**src/design/stok_pkg.sv**
```systemverilog
`timescale 1ns / 1ps
package stok_pkg;

    localparam int NKW = 14;
    localparam logic [16:0] LEN_MAX = 17'h1FFFF;
    localparam logic [NKW-1:0] KW_ALL = '1;

    localparam logic [3:0] M_IDLE    = 4'd0;
    localparam logic [3:0] M_STR     = 4'd1;
    localparam logic [3:0] M_SIGN    = 4'd2;
    localparam logic [3:0] M_INT     = 4'd3;
    localparam logic [3:0] M_FRAC    = 4'd4;
    localparam logic [3:0] M_WORD    = 4'd5;
    localparam logic [3:0] M_SPACE   = 4'd6;
    localparam logic [3:0] M_SLASH   = 4'd7;
    localparam logic [3:0] M_COMMENT = 4'd8;
    localparam logic [3:0] M_OP      = 4'd9;

    localparam logic [5:0] K_STRING  = 6'd0;
    localparam logic [5:0] K_INT     = 6'd1;
    localparam logic [5:0] K_FLOAT   = 6'd2;
    localparam logic [5:0] K_KW0     = 6'd3;
    localparam logic [5:0] K_IDENT   = 6'd17;
    localparam logic [5:0] K_SPACE   = 6'd18;
    localparam logic [5:0] K_COMMENT = 6'd19;
    localparam logic [5:0] K_ARROW   = 6'd20;
    localparam logic [5:0] K_SHL     = 6'd21;
    localparam logic [5:0] K_SHR     = 6'd22;
    localparam logic [5:0] K_LAND    = 6'd23;
    localparam logic [5:0] K_LOR     = 6'd24;
    localparam logic [5:0] K_EQ      = 6'd25;
    localparam logic [5:0] K_NE      = 6'd26;
    localparam logic [5:0] K_LE      = 6'd27;
    localparam logic [5:0] K_GE      = 6'd28;
    localparam logic [5:0] K_SCOPE   = 6'd29;
    localparam logic [5:0] K_LBRACE  = 6'd30;
    localparam logic [5:0] K_RBRACE  = 6'd31;
    localparam logic [5:0] K_LBRACK  = 6'd32;
    localparam logic [5:0] K_RBRACK  = 6'd33;
    localparam logic [5:0] K_LPAREN  = 6'd34;
    localparam logic [5:0] K_RPAREN  = 6'd35;
    localparam logic [5:0] K_ASSIGN  = 6'd36;
    localparam logic [5:0] K_PLUS    = 6'd37;
    localparam logic [5:0] K_MINUS   = 6'd38;
    localparam logic [5:0] K_STAR    = 6'd39;
    localparam logic [5:0] K_DIV     = 6'd40;
    localparam logic [5:0] K_MODOP   = 6'd41;
    localparam logic [5:0] K_AMP     = 6'd42;
    localparam logic [5:0] K_BAR     = 6'd43;
    localparam logic [5:0] K_CARET   = 6'd44;
    localparam logic [5:0] K_TILDE   = 6'd45;
    localparam logic [5:0] K_BANG    = 6'd46;
    localparam logic [5:0] K_LT      = 6'd47;
    localparam logic [5:0] K_GT      = 6'd48;
    localparam logic [5:0] K_AT      = 6'd49;
    localparam logic [5:0] K_DOT     = 6'd50;
    localparam logic [5:0] K_SEMI    = 6'd51;
    localparam logic [5:0] K_ERROR   = 6'd52;
    localparam logic [5:0] K_UNTERM  = 6'd53;

    localparam logic [7:0] CH_TAB   = 8'h09;
    localparam logic [7:0] CH_LF    = 8'h0A;
    localparam logic [7:0] CH_CR    = 8'h0D;
    localparam logic [7:0] CH_SP    = 8'h20;
    localparam logic [7:0] CH_BANG  = 8'h21;
    localparam logic [7:0] CH_DQ    = 8'h22;
    localparam logic [7:0] CH_PCT   = 8'h25;
    localparam logic [7:0] CH_AMP   = 8'h26;
    localparam logic [7:0] CH_LPAR  = 8'h28;
    localparam logic [7:0] CH_RPAR  = 8'h29;
    localparam logic [7:0] CH_STAR  = 8'h2A;
    localparam logic [7:0] CH_PLUS  = 8'h2B;
    localparam logic [7:0] CH_MINUS = 8'h2D;
    localparam logic [7:0] CH_DOT   = 8'h2E;
    localparam logic [7:0] CH_SLASH = 8'h2F;
    localparam logic [7:0] CH_COLON = 8'h3A;
    localparam logic [7:0] CH_SEMI  = 8'h3B;
    localparam logic [7:0] CH_LT    = 8'h3C;
    localparam logic [7:0] CH_EQ    = 8'h3D;
    localparam logic [7:0] CH_GT    = 8'h3E;
    localparam logic [7:0] CH_AT    = 8'h40;
    localparam logic [7:0] CH_LBRK  = 8'h5B;
    localparam logic [7:0] CH_BSL   = 8'h5C;
    localparam logic [7:0] CH_RBRK  = 8'h5D;
    localparam logic [7:0] CH_CARET = 8'h5E;
    localparam logic [7:0] CH_LBRC  = 8'h7B;
    localparam logic [7:0] CH_BAR   = 8'h7C;
    localparam logic [7:0] CH_RBRC  = 8'h7D;
    localparam logic [7:0] CH_TILDE = 8'h7E;

    typedef struct packed {
        logic [3:0]     mode;
        logic [16:0]    len;
        logic [7:0]     hbyte;
        logic           hvalid;
        logic           esc;
        logic [NKW-1:0] mask;
    } t_scan_state;

    typedef struct packed {
        logic [5:0]  kind;
        logic [15:0] start;
        logic [16:0] len;
    } t_token;

    // keyword text, padded with spaces to six characters
    function automatic logic [47:0] kw_word(input logic [3:0] i);
        case (i)
            4'd0:    kw_word = "mod   ";
            4'd1:    kw_word = "use   ";
            4'd2:    kw_word = "as    ";
            4'd3:    kw_word = "pub   ";
            4'd4:    kw_word = "fun   ";
            4'd5:    kw_word = "return";
            4'd6:    kw_word = "ext   ";
            4'd7:    kw_word = "record";
            4'd8:    kw_word = "if    ";
            4'd9:    kw_word = "else  ";
            4'd10:   kw_word = "while ";
            4'd11:   kw_word = "var   ";
            4'd12:   kw_word = "unit  ";
            4'd13:   kw_word = "sizeof";
            default: kw_word = "      ";
        endcase
    endfunction

    function automatic logic [2:0] kw_len(input logic [3:0] i);
        case (i)
            4'd2, 4'd8:          kw_len = 3'd2;
            4'd9, 4'd12:         kw_len = 3'd4;
            4'd10:               kw_len = 3'd5;
            4'd5, 4'd7, 4'd13:   kw_len = 3'd6;
            default:             kw_len = 3'd3;
        endcase
    endfunction

    // drop keywords that have no character at idx or whose character there differs from c
    function automatic logic [NKW-1:0] kw_keep(input logic [NKW-1:0] mask,
                                               input logic [7:0] c,
                                               input logic [16:0] idx);
        logic [NKW-1:0] m;
        logic [47:0]    w;
        logic [7:0]     ch;
        m = mask;
        for (int i = 0; i < NKW; i++) begin
            w  = kw_word(4'(i));
            ch = 8'(w >> (6'd40 - {idx[2:0], 3'b000}));
            if (!(idx < 17'(kw_len(4'(i))) && ch == c))
                m[i] = 1'b0;
        end
        return m;
    endfunction

    function automatic logic [5:0] word_kind(input logic [NKW-1:0] mask,
                                             input logic [16:0] len);
        logic [5:0] k;
        k = K_IDENT;
        for (int i = NKW - 1; i >= 0; i--) begin
            if (mask[i] && len == 17'(kw_len(4'(i))))
                k = K_KW0 + 6'(i);
        end
        return k;
    endfunction

endpackage

```
**src/design/stok_step.sv**
```systemverilog
`timescale 1ns / 1ps
module stok_step
    import stok_pkg::*;
#(
    parameter int OFFSET_BITS = 16
) (
    input  t_scan_state            i_state,
    input  logic [OFFSET_BITS-1:0] i_pos,
    input  logic [OFFSET_BITS-1:0] i_begin,
    input  logic [7:0]             i_byte,
    input  logic                   i_final,
    input  logic                   i_drop,
    output t_scan_state            o_state,
    output logic [OFFSET_BITS-1:0] o_pos,
    output logic [OFFSET_BITS-1:0] o_begin,
    output t_token                 o_tok [2],
    output logic [1:0]             o_count
);

    function automatic logic is_dig(input logic [7:0] c);
        return c >= "0" && c <= "9";
    endfunction

    function automatic logic is_alnum(input logic [7:0] c);
        return is_dig(c) || (c >= "a" && c <= "z") || (c >= "A" && c <= "Z") || c == "_";
    endfunction

    function automatic logic is_ws(input logic [7:0] c);
        return c == CH_TAB || c == CH_LF || c == CH_CR || c == CH_SP;
    endfunction

    function automatic logic [16:0] grow(input logic [16:0] len);
        return (len < LEN_MAX) ? len + 17'd1 : len;
    endfunction

    function automatic logic [5:0] pair_kind(input logic [7:0] h, input logic [7:0] c);
        logic [5:0] k;
        k = K_ERROR;
        if (h == CH_LT && c == CH_LT)      k = K_SHL;
        else if (h == CH_GT && c == CH_GT) k = K_SHR;
        else if (h == CH_AMP && c == CH_AMP) k = K_LAND;
        else if (h == CH_BAR && c == CH_BAR) k = K_LOR;
        else if (h == CH_EQ && c == CH_EQ) k = K_EQ;
        else if (h == CH_BANG && c == CH_EQ) k = K_NE;
        else if (h == CH_LT && c == CH_EQ) k = K_LE;
        else if (h == CH_GT && c == CH_EQ) k = K_GE;
        else if (h == CH_COLON && c == CH_COLON) k = K_SCOPE;
        return k;
    endfunction

    function automatic logic [5:0] op_single(input logic [7:0] h);
        case (h)
            CH_LT:   op_single = K_LT;
            CH_GT:   op_single = K_GT;
            CH_AMP:  op_single = K_AMP;
            CH_BAR:  op_single = K_BAR;
            CH_EQ:   op_single = K_ASSIGN;
            CH_BANG: op_single = K_BANG;
            default: op_single = K_ERROR;
        endcase
    endfunction

    function automatic logic [5:0] single_kind(input logic [7:0] c);
        case (c)
            CH_LBRC:  single_kind = K_LBRACE;
            CH_RBRC:  single_kind = K_RBRACE;
            CH_LBRK:  single_kind = K_LBRACK;
            CH_RBRK:  single_kind = K_RBRACK;
            CH_LPAR:  single_kind = K_LPAREN;
            CH_RPAR:  single_kind = K_RPAREN;
            CH_STAR:  single_kind = K_STAR;
            CH_PCT:   single_kind = K_MODOP;
            CH_CARET: single_kind = K_CARET;
            CH_TILDE: single_kind = K_TILDE;
            CH_AT:    single_kind = K_AT;
            CH_DOT:   single_kind = K_DOT;
            CH_SEMI:  single_kind = K_SEMI;
            default:  single_kind = K_ERROR;
        endcase
    endfunction

    function automatic logic [5:0] flush_kind(input t_scan_state s);
        case (s.mode)
            M_STR:     flush_kind = K_UNTERM;
            M_SIGN:    flush_kind = (s.hbyte == CH_PLUS) ? K_PLUS : K_MINUS;
            M_INT:     flush_kind = K_INT;
            M_FRAC:    flush_kind = K_FLOAT;
            M_WORD:    flush_kind = word_kind(s.mask, s.len);
            M_SPACE:   flush_kind = K_SPACE;
            M_SLASH:   flush_kind = K_DIV;
            M_COMMENT: flush_kind = K_COMMENT;
            M_OP:      flush_kind = op_single(s.hbyte);
            default:   flush_kind = K_ERROR;
        endcase
    endfunction

    function automatic logic keep(input logic [5:0] k, input logic drop);
        return !(drop && (k == K_SPACE || k == K_COMMENT));
    endfunction

    t_scan_state            s;
    logic [OFFSET_BITS-1:0] bg;
    logic [31:0]            bg_wide;
    logic [2:0]             ev;
    t_token                 et [3];
    logic                   do_flush;
    logic                   do_start;
    logic [7:0]             c;

    always_comb begin
        c        = i_byte;
        s        = i_state;
        bg       = i_begin;
        ev       = '0;
        et[0]    = '0;
        et[1]    = '0;
        et[2]    = '0;
        bg_wide  = '0;
        do_flush = 1'b0;
        do_start = 1'b0;

        // extend the open token with c, or close it
        case (s.mode)
            M_STR: begin
                s.len = grow(s.len);
                if (c == CH_DQ && !s.esc) begin
                    bg_wide = 32'(bg);
                    ev[0]   = keep(K_STRING, i_drop);
                    et[0]   = '{K_STRING, bg_wide[15:0], s.len};
                    s.mode  = M_IDLE;
                end else begin
                    s.esc = !s.esc && c == CH_BSL;
                end
            end
            M_INT: begin
                if (is_dig(c)) s.len = grow(s.len);
                else if (c == CH_DOT) begin
                    s.len  = grow(s.len);
                    s.mode = M_FRAC;
                end else do_flush = 1'b1;
            end
            M_FRAC: begin
                if (is_dig(c)) s.len = grow(s.len);
                else do_flush = 1'b1;
            end
            M_SIGN: begin
                if (is_dig(c)) begin
                    s.len    = grow(s.len);
                    s.hvalid = 1'b0;
                    s.mode   = M_INT;
                end else if (s.hbyte == CH_MINUS && c == CH_GT) begin
                    s.len    = grow(s.len);
                    bg_wide  = 32'(bg);
                    ev[0]    = 1'b1;
                    et[0]    = '{K_ARROW, bg_wide[15:0], s.len};
                    s.mode   = M_IDLE;
                    s.hvalid = 1'b0;
                end else do_flush = 1'b1;
            end
            M_WORD: begin
                if (is_alnum(c)) begin
                    s.mask = kw_keep(s.mask, c, s.len);
                    s.len  = grow(s.len);
                end else do_flush = 1'b1;
            end
            M_SPACE: begin
                if (is_ws(c)) s.len = grow(s.len);
                else do_flush = 1'b1;
            end
            M_SLASH: begin
                if (c == CH_SLASH) begin
                    s.len    = grow(s.len);
                    s.hvalid = 1'b0;
                    s.mode   = M_COMMENT;
                end else do_flush = 1'b1;
            end
            M_COMMENT: begin
                if (c != CH_LF && c != CH_CR) s.len = grow(s.len);
                else do_flush = 1'b1;
            end
            M_OP: begin
                if (pair_kind(s.hbyte, c) != K_ERROR) begin
                    s.len    = grow(s.len);
                    bg_wide  = 32'(bg);
                    ev[0]    = 1'b1;
                    et[0]    = '{pair_kind(s.hbyte, c), bg_wide[15:0], s.len};
                    s.mode   = M_IDLE;
                    s.hvalid = 1'b0;
                end else do_flush = 1'b1;
            end
            default: do_start = 1'b1;
        endcase

        if (do_flush) begin
            bg_wide  = 32'(bg);
            ev[0]    = keep(flush_kind(s), i_drop);
            et[0]    = '{flush_kind(s), bg_wide[15:0], s.len};
            do_start = 1'b1;
        end

        // c opens a new token
        if (do_start) begin
            bg       = i_pos;
            s.len    = 17'd1;
            s.mask   = KW_ALL;
            s.esc    = 1'b0;
            s.hvalid = 1'b0;
            s.hbyte  = '0;
            s.mode   = M_IDLE;
            if (c == CH_DQ) s.mode = M_STR;
            else if (is_dig(c)) s.mode = M_INT;
            else if (c == CH_PLUS || c == CH_MINUS) begin
                s.hbyte  = c;
                s.hvalid = 1'b1;
                s.mode   = M_SIGN;
            end else if (is_alnum(c)) begin
                s.mask = kw_keep(KW_ALL, c, 17'd0);
                s.mode = M_WORD;
            end else if (is_ws(c)) s.mode = M_SPACE;
            else if (c == CH_SLASH) begin
                s.hbyte  = c;
                s.hvalid = 1'b1;
                s.mode   = M_SLASH;
            end else if (c == CH_LT || c == CH_GT || c == CH_AMP || c == CH_BAR
                         || c == CH_EQ || c == CH_BANG || c == CH_COLON) begin
                s.hbyte  = c;
                s.hvalid = 1'b1;
                s.mode   = M_OP;
            end else begin
                bg_wide = 32'(bg);
                ev[1]   = 1'b1;
                et[1]   = '{single_kind(c), bg_wide[15:0], s.len};
            end
        end

        o_pos = i_pos + {{(OFFSET_BITS-1){1'b0}}, 1'b1};

        // end of source: report what is open and start over
        if (i_final) begin
            if (s.mode != M_IDLE) begin
                bg_wide = 32'(bg);
                ev[2]   = keep(flush_kind(s), i_drop);
                et[2]   = '{flush_kind(s), bg_wide[15:0], s.len};
            end
            s.mode   = M_IDLE;
            s.len    = '0;
            s.hbyte  = '0;
            s.hvalid = 1'b0;
            s.esc    = 1'b0;
            s.mask   = KW_ALL;
            bg       = '0;
            o_pos    = '0;
        end

        o_state = s;
        o_begin = bg;
    end

    // at most two of the three candidates are ever live
    always_comb begin
        o_tok[0] = ev[0] ? et[0] : (ev[1] ? et[1] : et[2]);
        o_tok[1] = (ev[0] && ev[1]) ? et[1] : et[2];
        o_count  = 2'(ev[0]) + 2'(ev[1]) + 2'(ev[2]);
    end

endmodule

```
**src/design/source_tokenizer.sv**
```systemverilog
`timescale 1ns / 1ps
// Streaming lexer: one source byte per item in, tokens out as kind, start offset and length.
// Bytes are taken one per cycle unless the output stalls; an item that yields two tokens (one
// ending plus a single-character token, or a token closed by the final byte) holds the input
// while the second token drains from the two-entry result register. A token that its own byte
// closes (quote, arrow, two-character operator, single character) is reported on that byte,
// any other on the byte after it ends or on the final byte of the source, after which offsets
// restart at zero. o_m_tuser[0] marks the last token of an item, o_m_tuser[1] the last token
// of the source. i_cfg_wr_data set to 1 drops whitespace and comment tokens (reset value 1).
module source_tokenizer
    import stok_pkg::*;
#(
    parameter int OFFSET_BITS = 16
) (
    input  logic        i_clk,
    input  logic        i_rst_n,
    input  logic        i_cfg_wr_en,
    input  logic        i_cfg_wr_data,
    input  logic        i_s_tvalid,
    output logic        o_s_tready,
    input  logic [7:0]  i_s_tdata,   // source_byte[7:0]
    input  logic [0:0]  i_s_tuser,   // final_byte[0]
    output logic        o_m_tvalid,
    input  logic        i_m_tready,
    output logic [39:0] o_m_tdata,   // token_kind[5:0], token_start[21:6], token_length[38:22]
    output logic [1:0]  o_m_tuser    // run_last[0], source_done[1]
);

    t_scan_state            r_st, n_st;
    logic [OFFSET_BITS-1:0] r_pos, n_pos;
    logic [OFFSET_BITS-1:0] r_begin, n_begin;
    logic                   r_drop;
    t_token                 r_tok [2];
    t_token                 n_tok [2];
    logic [1:0]             n_count;
    logic [1:0]             r_cnt;
    logic                   r_idx;
    logic                   r_fin;
    logic                   in_fire, out_fire;
    t_token                 head;

    stok_step #(.OFFSET_BITS(OFFSET_BITS)) u_step (
        .i_state (r_st),
        .i_pos   (r_pos),
        .i_begin (r_begin),
        .i_byte  (i_s_tdata),
        .i_final (i_s_tuser[0]),
        .i_drop  (r_drop),
        .o_state (n_st),
        .o_pos   (n_pos),
        .o_begin (n_begin),
        .o_tok   (n_tok),
        .o_count (n_count)
    );

    assign o_s_tready = (r_cnt == 2'd0) || (r_cnt == 2'd1 && i_m_tready);
    assign in_fire    = i_s_tvalid && o_s_tready;
    assign out_fire   = o_m_tvalid && i_m_tready;

    assign head       = r_tok[r_idx];
    assign o_m_tvalid = r_cnt != 2'd0;
    assign o_m_tdata  = {1'b0, head.len, head.start, head.kind};
    assign o_m_tuser  = {r_fin && r_cnt == 2'd1, r_cnt == 2'd1};

    always_ff @(posedge i_clk) begin
        if (!i_rst_n) begin
            r_st    <= '{M_IDLE, 17'd0, 8'd0, 1'b0, 1'b0, KW_ALL};
            r_pos   <= '0;
            r_begin <= '0;
            r_drop  <= 1'b1;
            r_cnt   <= 2'd0;
            r_idx   <= 1'b0;
            r_fin   <= 1'b0;
        end else begin
            if (i_cfg_wr_en) r_drop <= i_cfg_wr_data;
            if (in_fire) begin
                r_st    <= n_st;
                r_pos   <= n_pos;
                r_begin <= n_begin;
                r_cnt   <= n_count;
                r_idx   <= 1'b0;
                r_fin   <= i_s_tuser[0];
            end else if (out_fire) begin
                r_cnt <= r_cnt - 2'd1;
                r_idx <= 1'b1;
            end
        end
    end

    always_ff @(posedge i_clk) begin
        if (in_fire) begin
            r_tok[0] <= n_tok[0];
            r_tok[1] <= n_tok[1];
        end
    end

endmodule

```
**config.mk**
```make
export PLATFORM = sky130hd
export DESIGN_NAME = source_tokenizer
export DESIGN_NICKNAME = d
export VERILOG_FILES = /design/src/design/stok_pkg.sv /design/src/design/stok_step.sv /design/src/design/source_tokenizer.sv
export SDC_FILE = /design/constraint.sdc
export NUM_CORES = 1
export LEC_CHECK = 0
export ABC_AREA = 1
export BUFFER_PORTS_ARGS = -buffer_cell sky130_fd_sc_hd__clkbuf_2
export CAP_MARGIN = 20
export CORE_ASPECT_RATIO = 1.2
export CORE_MARGIN = 1.5
export CORE_UTILIZATION = 40
export CTS_CLUSTER_SIZE = 12
export DETAILED_ROUTE_END_ITERATION = 10
export GPL_ROUTABILITY_DRIVEN = 0
export PLACE_DENSITY = 0.57
export SKIP_LAST_GASP = 1
export SYNTH_ARGS = -nofsm -noshare
export SYNTH_HDL_FRONTEND = slang
export SYNTH_SLANG_ARGS = --single-unit
```
**constraint.sdc**
```tcl
create_clock -name i_clk -period 3.6 [get_ports i_clk]
set_clock_uncertainty 0.05 [all_clocks]
set_input_delay 0.36 -clock i_clk [delete_from_list [all_inputs] [get_ports i_clk]]
set_output_delay 0.36 -clock i_clk [all_outputs]
set_load 0.02 [all_outputs]
```
==> results.tsv <==
metric	value	unit
status	complete, but fails checks	
failing checks	setup timing	
Hold Path Origin	i_cfg_wr_en	
post-synthesis sequential area ratio	30.2	%
GRT Total Usage	30.8	%
asr flop ratio synth	0	%
global-route wire length before repair	81500	um
top_reg_cell synth	dfxtp_1	
Final Cycle Share	106	%
Post-Synthesis Cell Area	0.0132	mm2
Post-synth EDFFs	78	
r2r startpoint	r_st[25]$_SDFFE_PN0P_	
Pleak	8.94	nW
Setup crit end kind	register	
Wirelength per Cell	18.2	um
final core occ	59.3	%
Initial DRT Pass Iterations	9	
r2r endpoint	r_tok[0][37]$_DFFE_PP_	
Synth Net Count	2070	
IO Pins	59	
unrepaired setup endpoints after global routing	yes	
synth top area cells	edfxtp_1, nand2_1, dfxtp_1	
CTS tree	done	
clk sinks	160	
PnR worst setup slack	-0.211	ns
initial antenna violation count	0	
worst endpoint required time	3.75	ns
Initial Util	40.8	%
Die W	169	um
Slew Viols, Final	0	
fmax	262	MHz
top-area cell type share of the netlist area	17.8	%
vias in the first global route	15400	
DRC Markers	0	
flop-to-flop setup slack	-0.21	ns
count of cell types in the netlist	64	
root buf cell	clkbuf_16	
Hold Violations, Final	0	
final WL	54000	um
Rel. slew slack	32.9	%
Hold Crit Class	in2reg	
gate count after technology mapping	2043	
DRT iter0 DRCs	1524	
vias	16200	
clock period minus final worst setup slack	3.81	ns
Avg Cell Area, Syn	6.45	um2
area delta synth->final	45.4	%
CP Class	reg2reg	
# diodes	0	
most common cell after layout, fill and taps aside	buf_4	
Post-layout nets	2571	
CTS clk-pin slew, worst paths	0.08	ns
proportion of layout cells with a drive suffix above 1	36.4	%
worst vdd ir	0.000275	V
die height	202	um
core area	0.0323	mm2
Tightest Pin Transition	0.993	ns
YS warnings	0	
clock buffer count from CTS	17	
Setup violations, final	12	
Synth area leader	edfxtp_1	
critical path fanouts, max	5	
WP data arrival	3.97	ns
hold buffer count at cts	0	
P per Cell Area	407	mW/mm2
post-route ant nets	0	
most frequent cells in the layout	buf_4, nand2_1, inv_1	
post-DR vias/cell	5.47	
pin count of the biggest net entering global routing	89	
die area	0.0341	mm2
Hold Path End	r_drop$_SDFFE_PN1P_	
CTS Buffer Depth	2	
num rows	72	
Hold Path Depth	2	
CP startpoint kind	register	
maxcap violations	0	
Clock Latency Late Sink	0.47	ns
Worst Reg-to-Reg Cells	27	
H-tree levels	4	
register bit total from synthesis	160	
DPL Wire Length	40800	um
pre-CTS WS	-0.587	ns
grt total ovfl	0	
port bufs	57	
[metrics by stage]
step	TNS, ns	instances	instance area [um2]	total power, W	hold slack, ns
after detailed placement	-24.00	2883	17100	0.00544	0.406
after global routing	-5.29	2964	19200	0.00816	0.0715
after floorplan	0	2043	13200	0.00413	0.382
final	-1.43	2964	19200	0.00780	0.0481
after global placement	-23.19	2883	17100	0.00540	0.397
after CTS	-0.555	2934	18200	0.00749	0.0255
[power breakdown]
| group | internal (W) | leakage, nW | total, W | switching [W] |
|---|---|---|---|---|
| Combinational | 0.00139 | 7.21 | 0.00349 | 0.00211 |
| Clock | 0.000942 | 0.291 | 0.00188 | 0.000942 |
| Sequential | 0.00229 | 1.45 | 0.00243 | 0.000139 |
[kinds of logic after synthesis]
group                      count (synthesis)  synth area share, %
and+or+nand+nor                         1038                 34.9
AOI/OAI and AO/OA                        387                 16.7
buffers and inverters                    371                 11.3
DFF                                      160                 30.2
muxes                                     39                 3.33
xor gates and xnor gates                  35                 2.33
adders and majority gates                 12                 1.20
other                                      1               0.0284
[layer usage]
| metal | global-route usage (%) | up-vias | wire length, um | part of all wire [%] |
|---|---|---|---|---|
| met1 | 36.8 | 7456 | 20900 | 39 |
| met4 | 16.4 | 0 | 3120 | 5.8 |
| li1 | - | 7772 | - | - |
| met5 | 0 | - | 0 | 0 |
| met3 | 4.99 | 208 | 4310 | 8.0 |
| met2 | 52.9 | 785 | 25700 | 48 |
[sequential cells by signal, summed over array words and instances, names as in the netlist, named ones only]
register,cells
r_cnt,2
r_pos,16
r_st,44
r_begin,16
r_tok,78
r_fin,1
r_idx,1
r_drop,1
[timing repair]
item | CTS | global route
gates resized for setup | 123 | 184
endpoints found under the setup margin | 78 | 81
gates cloned | 0 | 3
pin swaps | 33 | 63
buffers inserted | 20 | 26
[cell usage after synthesis, drive strengths merged, types with 3 or more instances]
| cell type | n |
|---|---|
| inv | 289 |
| nor4 | 7 |
| a211oi | 3 |
| xor2 | 34 |
| dfxtp | 82 |
| nor2 | 267 |
| nor3b | 3 |
| o21a | 4 |
| o41ai | 3 |
| o22ai | 50 |
| nand3 | 130 |
| nor3 | 32 |
| a21oi | 78 |
| mux2 | 39 |
| nand3b | 6 |
| clkbuf | 37 |
| o31ai | 5 |
| nand4 | 51 |
| ha | 11 |
| nand2 | 537 |
| o221ai | 3 |
| a221oi | 3 |
| a31oi | 9 |
| o2111ai | 6 |
| edfxtp | 78 |
| o211ai | 8 |
| buf | 38 |
| clkinv | 7 |
| or2 | 4 |
| o21ai | 205 |
[how the worst max path moves through the flow]
| stage | cells past startpoint | endpoint | from |
|---|---|---|---|
| final | 27 | r_tok[0][37]$_DFFE_PP_ | r_st[25]$_SDFFE_PN0P_ |
| after global routing | 28 | r_tok[0][36]$_DFFE_PP_ | r_st[22]$_SDFFE_PN0P_ |
| after CTS | 30 | r_tok[0][34]$_DFFE_PP_ | r_st[25]$_SDFFE_PN0P_ |
| after detailed placement | 29 | r_tok[0][35]$_DFFE_PP_ | i_s_tdata[0] |
| after global placement | 27 | r_tok[0][35]$_DFFE_PP_ | r_st[25]$_SDFFE_PN0P_ |
| after floorplan | 24 | r_tok[0][33]$_DFFE_PP_ | r_st[25]$_SDFFE_PN0P_ |
[worst max-delay path: stages, from the launching register on]
cell	delay, ns
dfxtp_4	0.40
ha_4	0.17
inv_2	0.06
nor2_4	0.12
nand4_1	0.12
nand2_1	0.14
nand2_2	0.07
inv_1	0.14
buf_4	0.17
nand2_1	0.07
a21oi_2	0.16
nand2_1	0.11
nor2_2	0.19
nand2_2	0.10
nor2_4	0.15
nand2_4	0.11
buf_4	0.17
nor3_2	0.11
buf_4	0.18
nand2_1	0.06
o21ai_1	0.07
inv_1	0.07
nand2_2	0.07
inv_1	0.06
nand2_1	0.06
o211ai_1	0.12
nand3_1	0.20
nand2_1	0.08
[cell type report]
type | count | area [um2]
inverter | 296 | 1130
timing repair buffer | 557 | 4310
multi-input combinational | 1512 | 8580
fill | 3014 | 13200
tap | 407 | 509
clock buffer | 17 | 425
sequential | 160 | 4010
clock inverter | 15 | 191
Power figures use the tool's default switching activity.
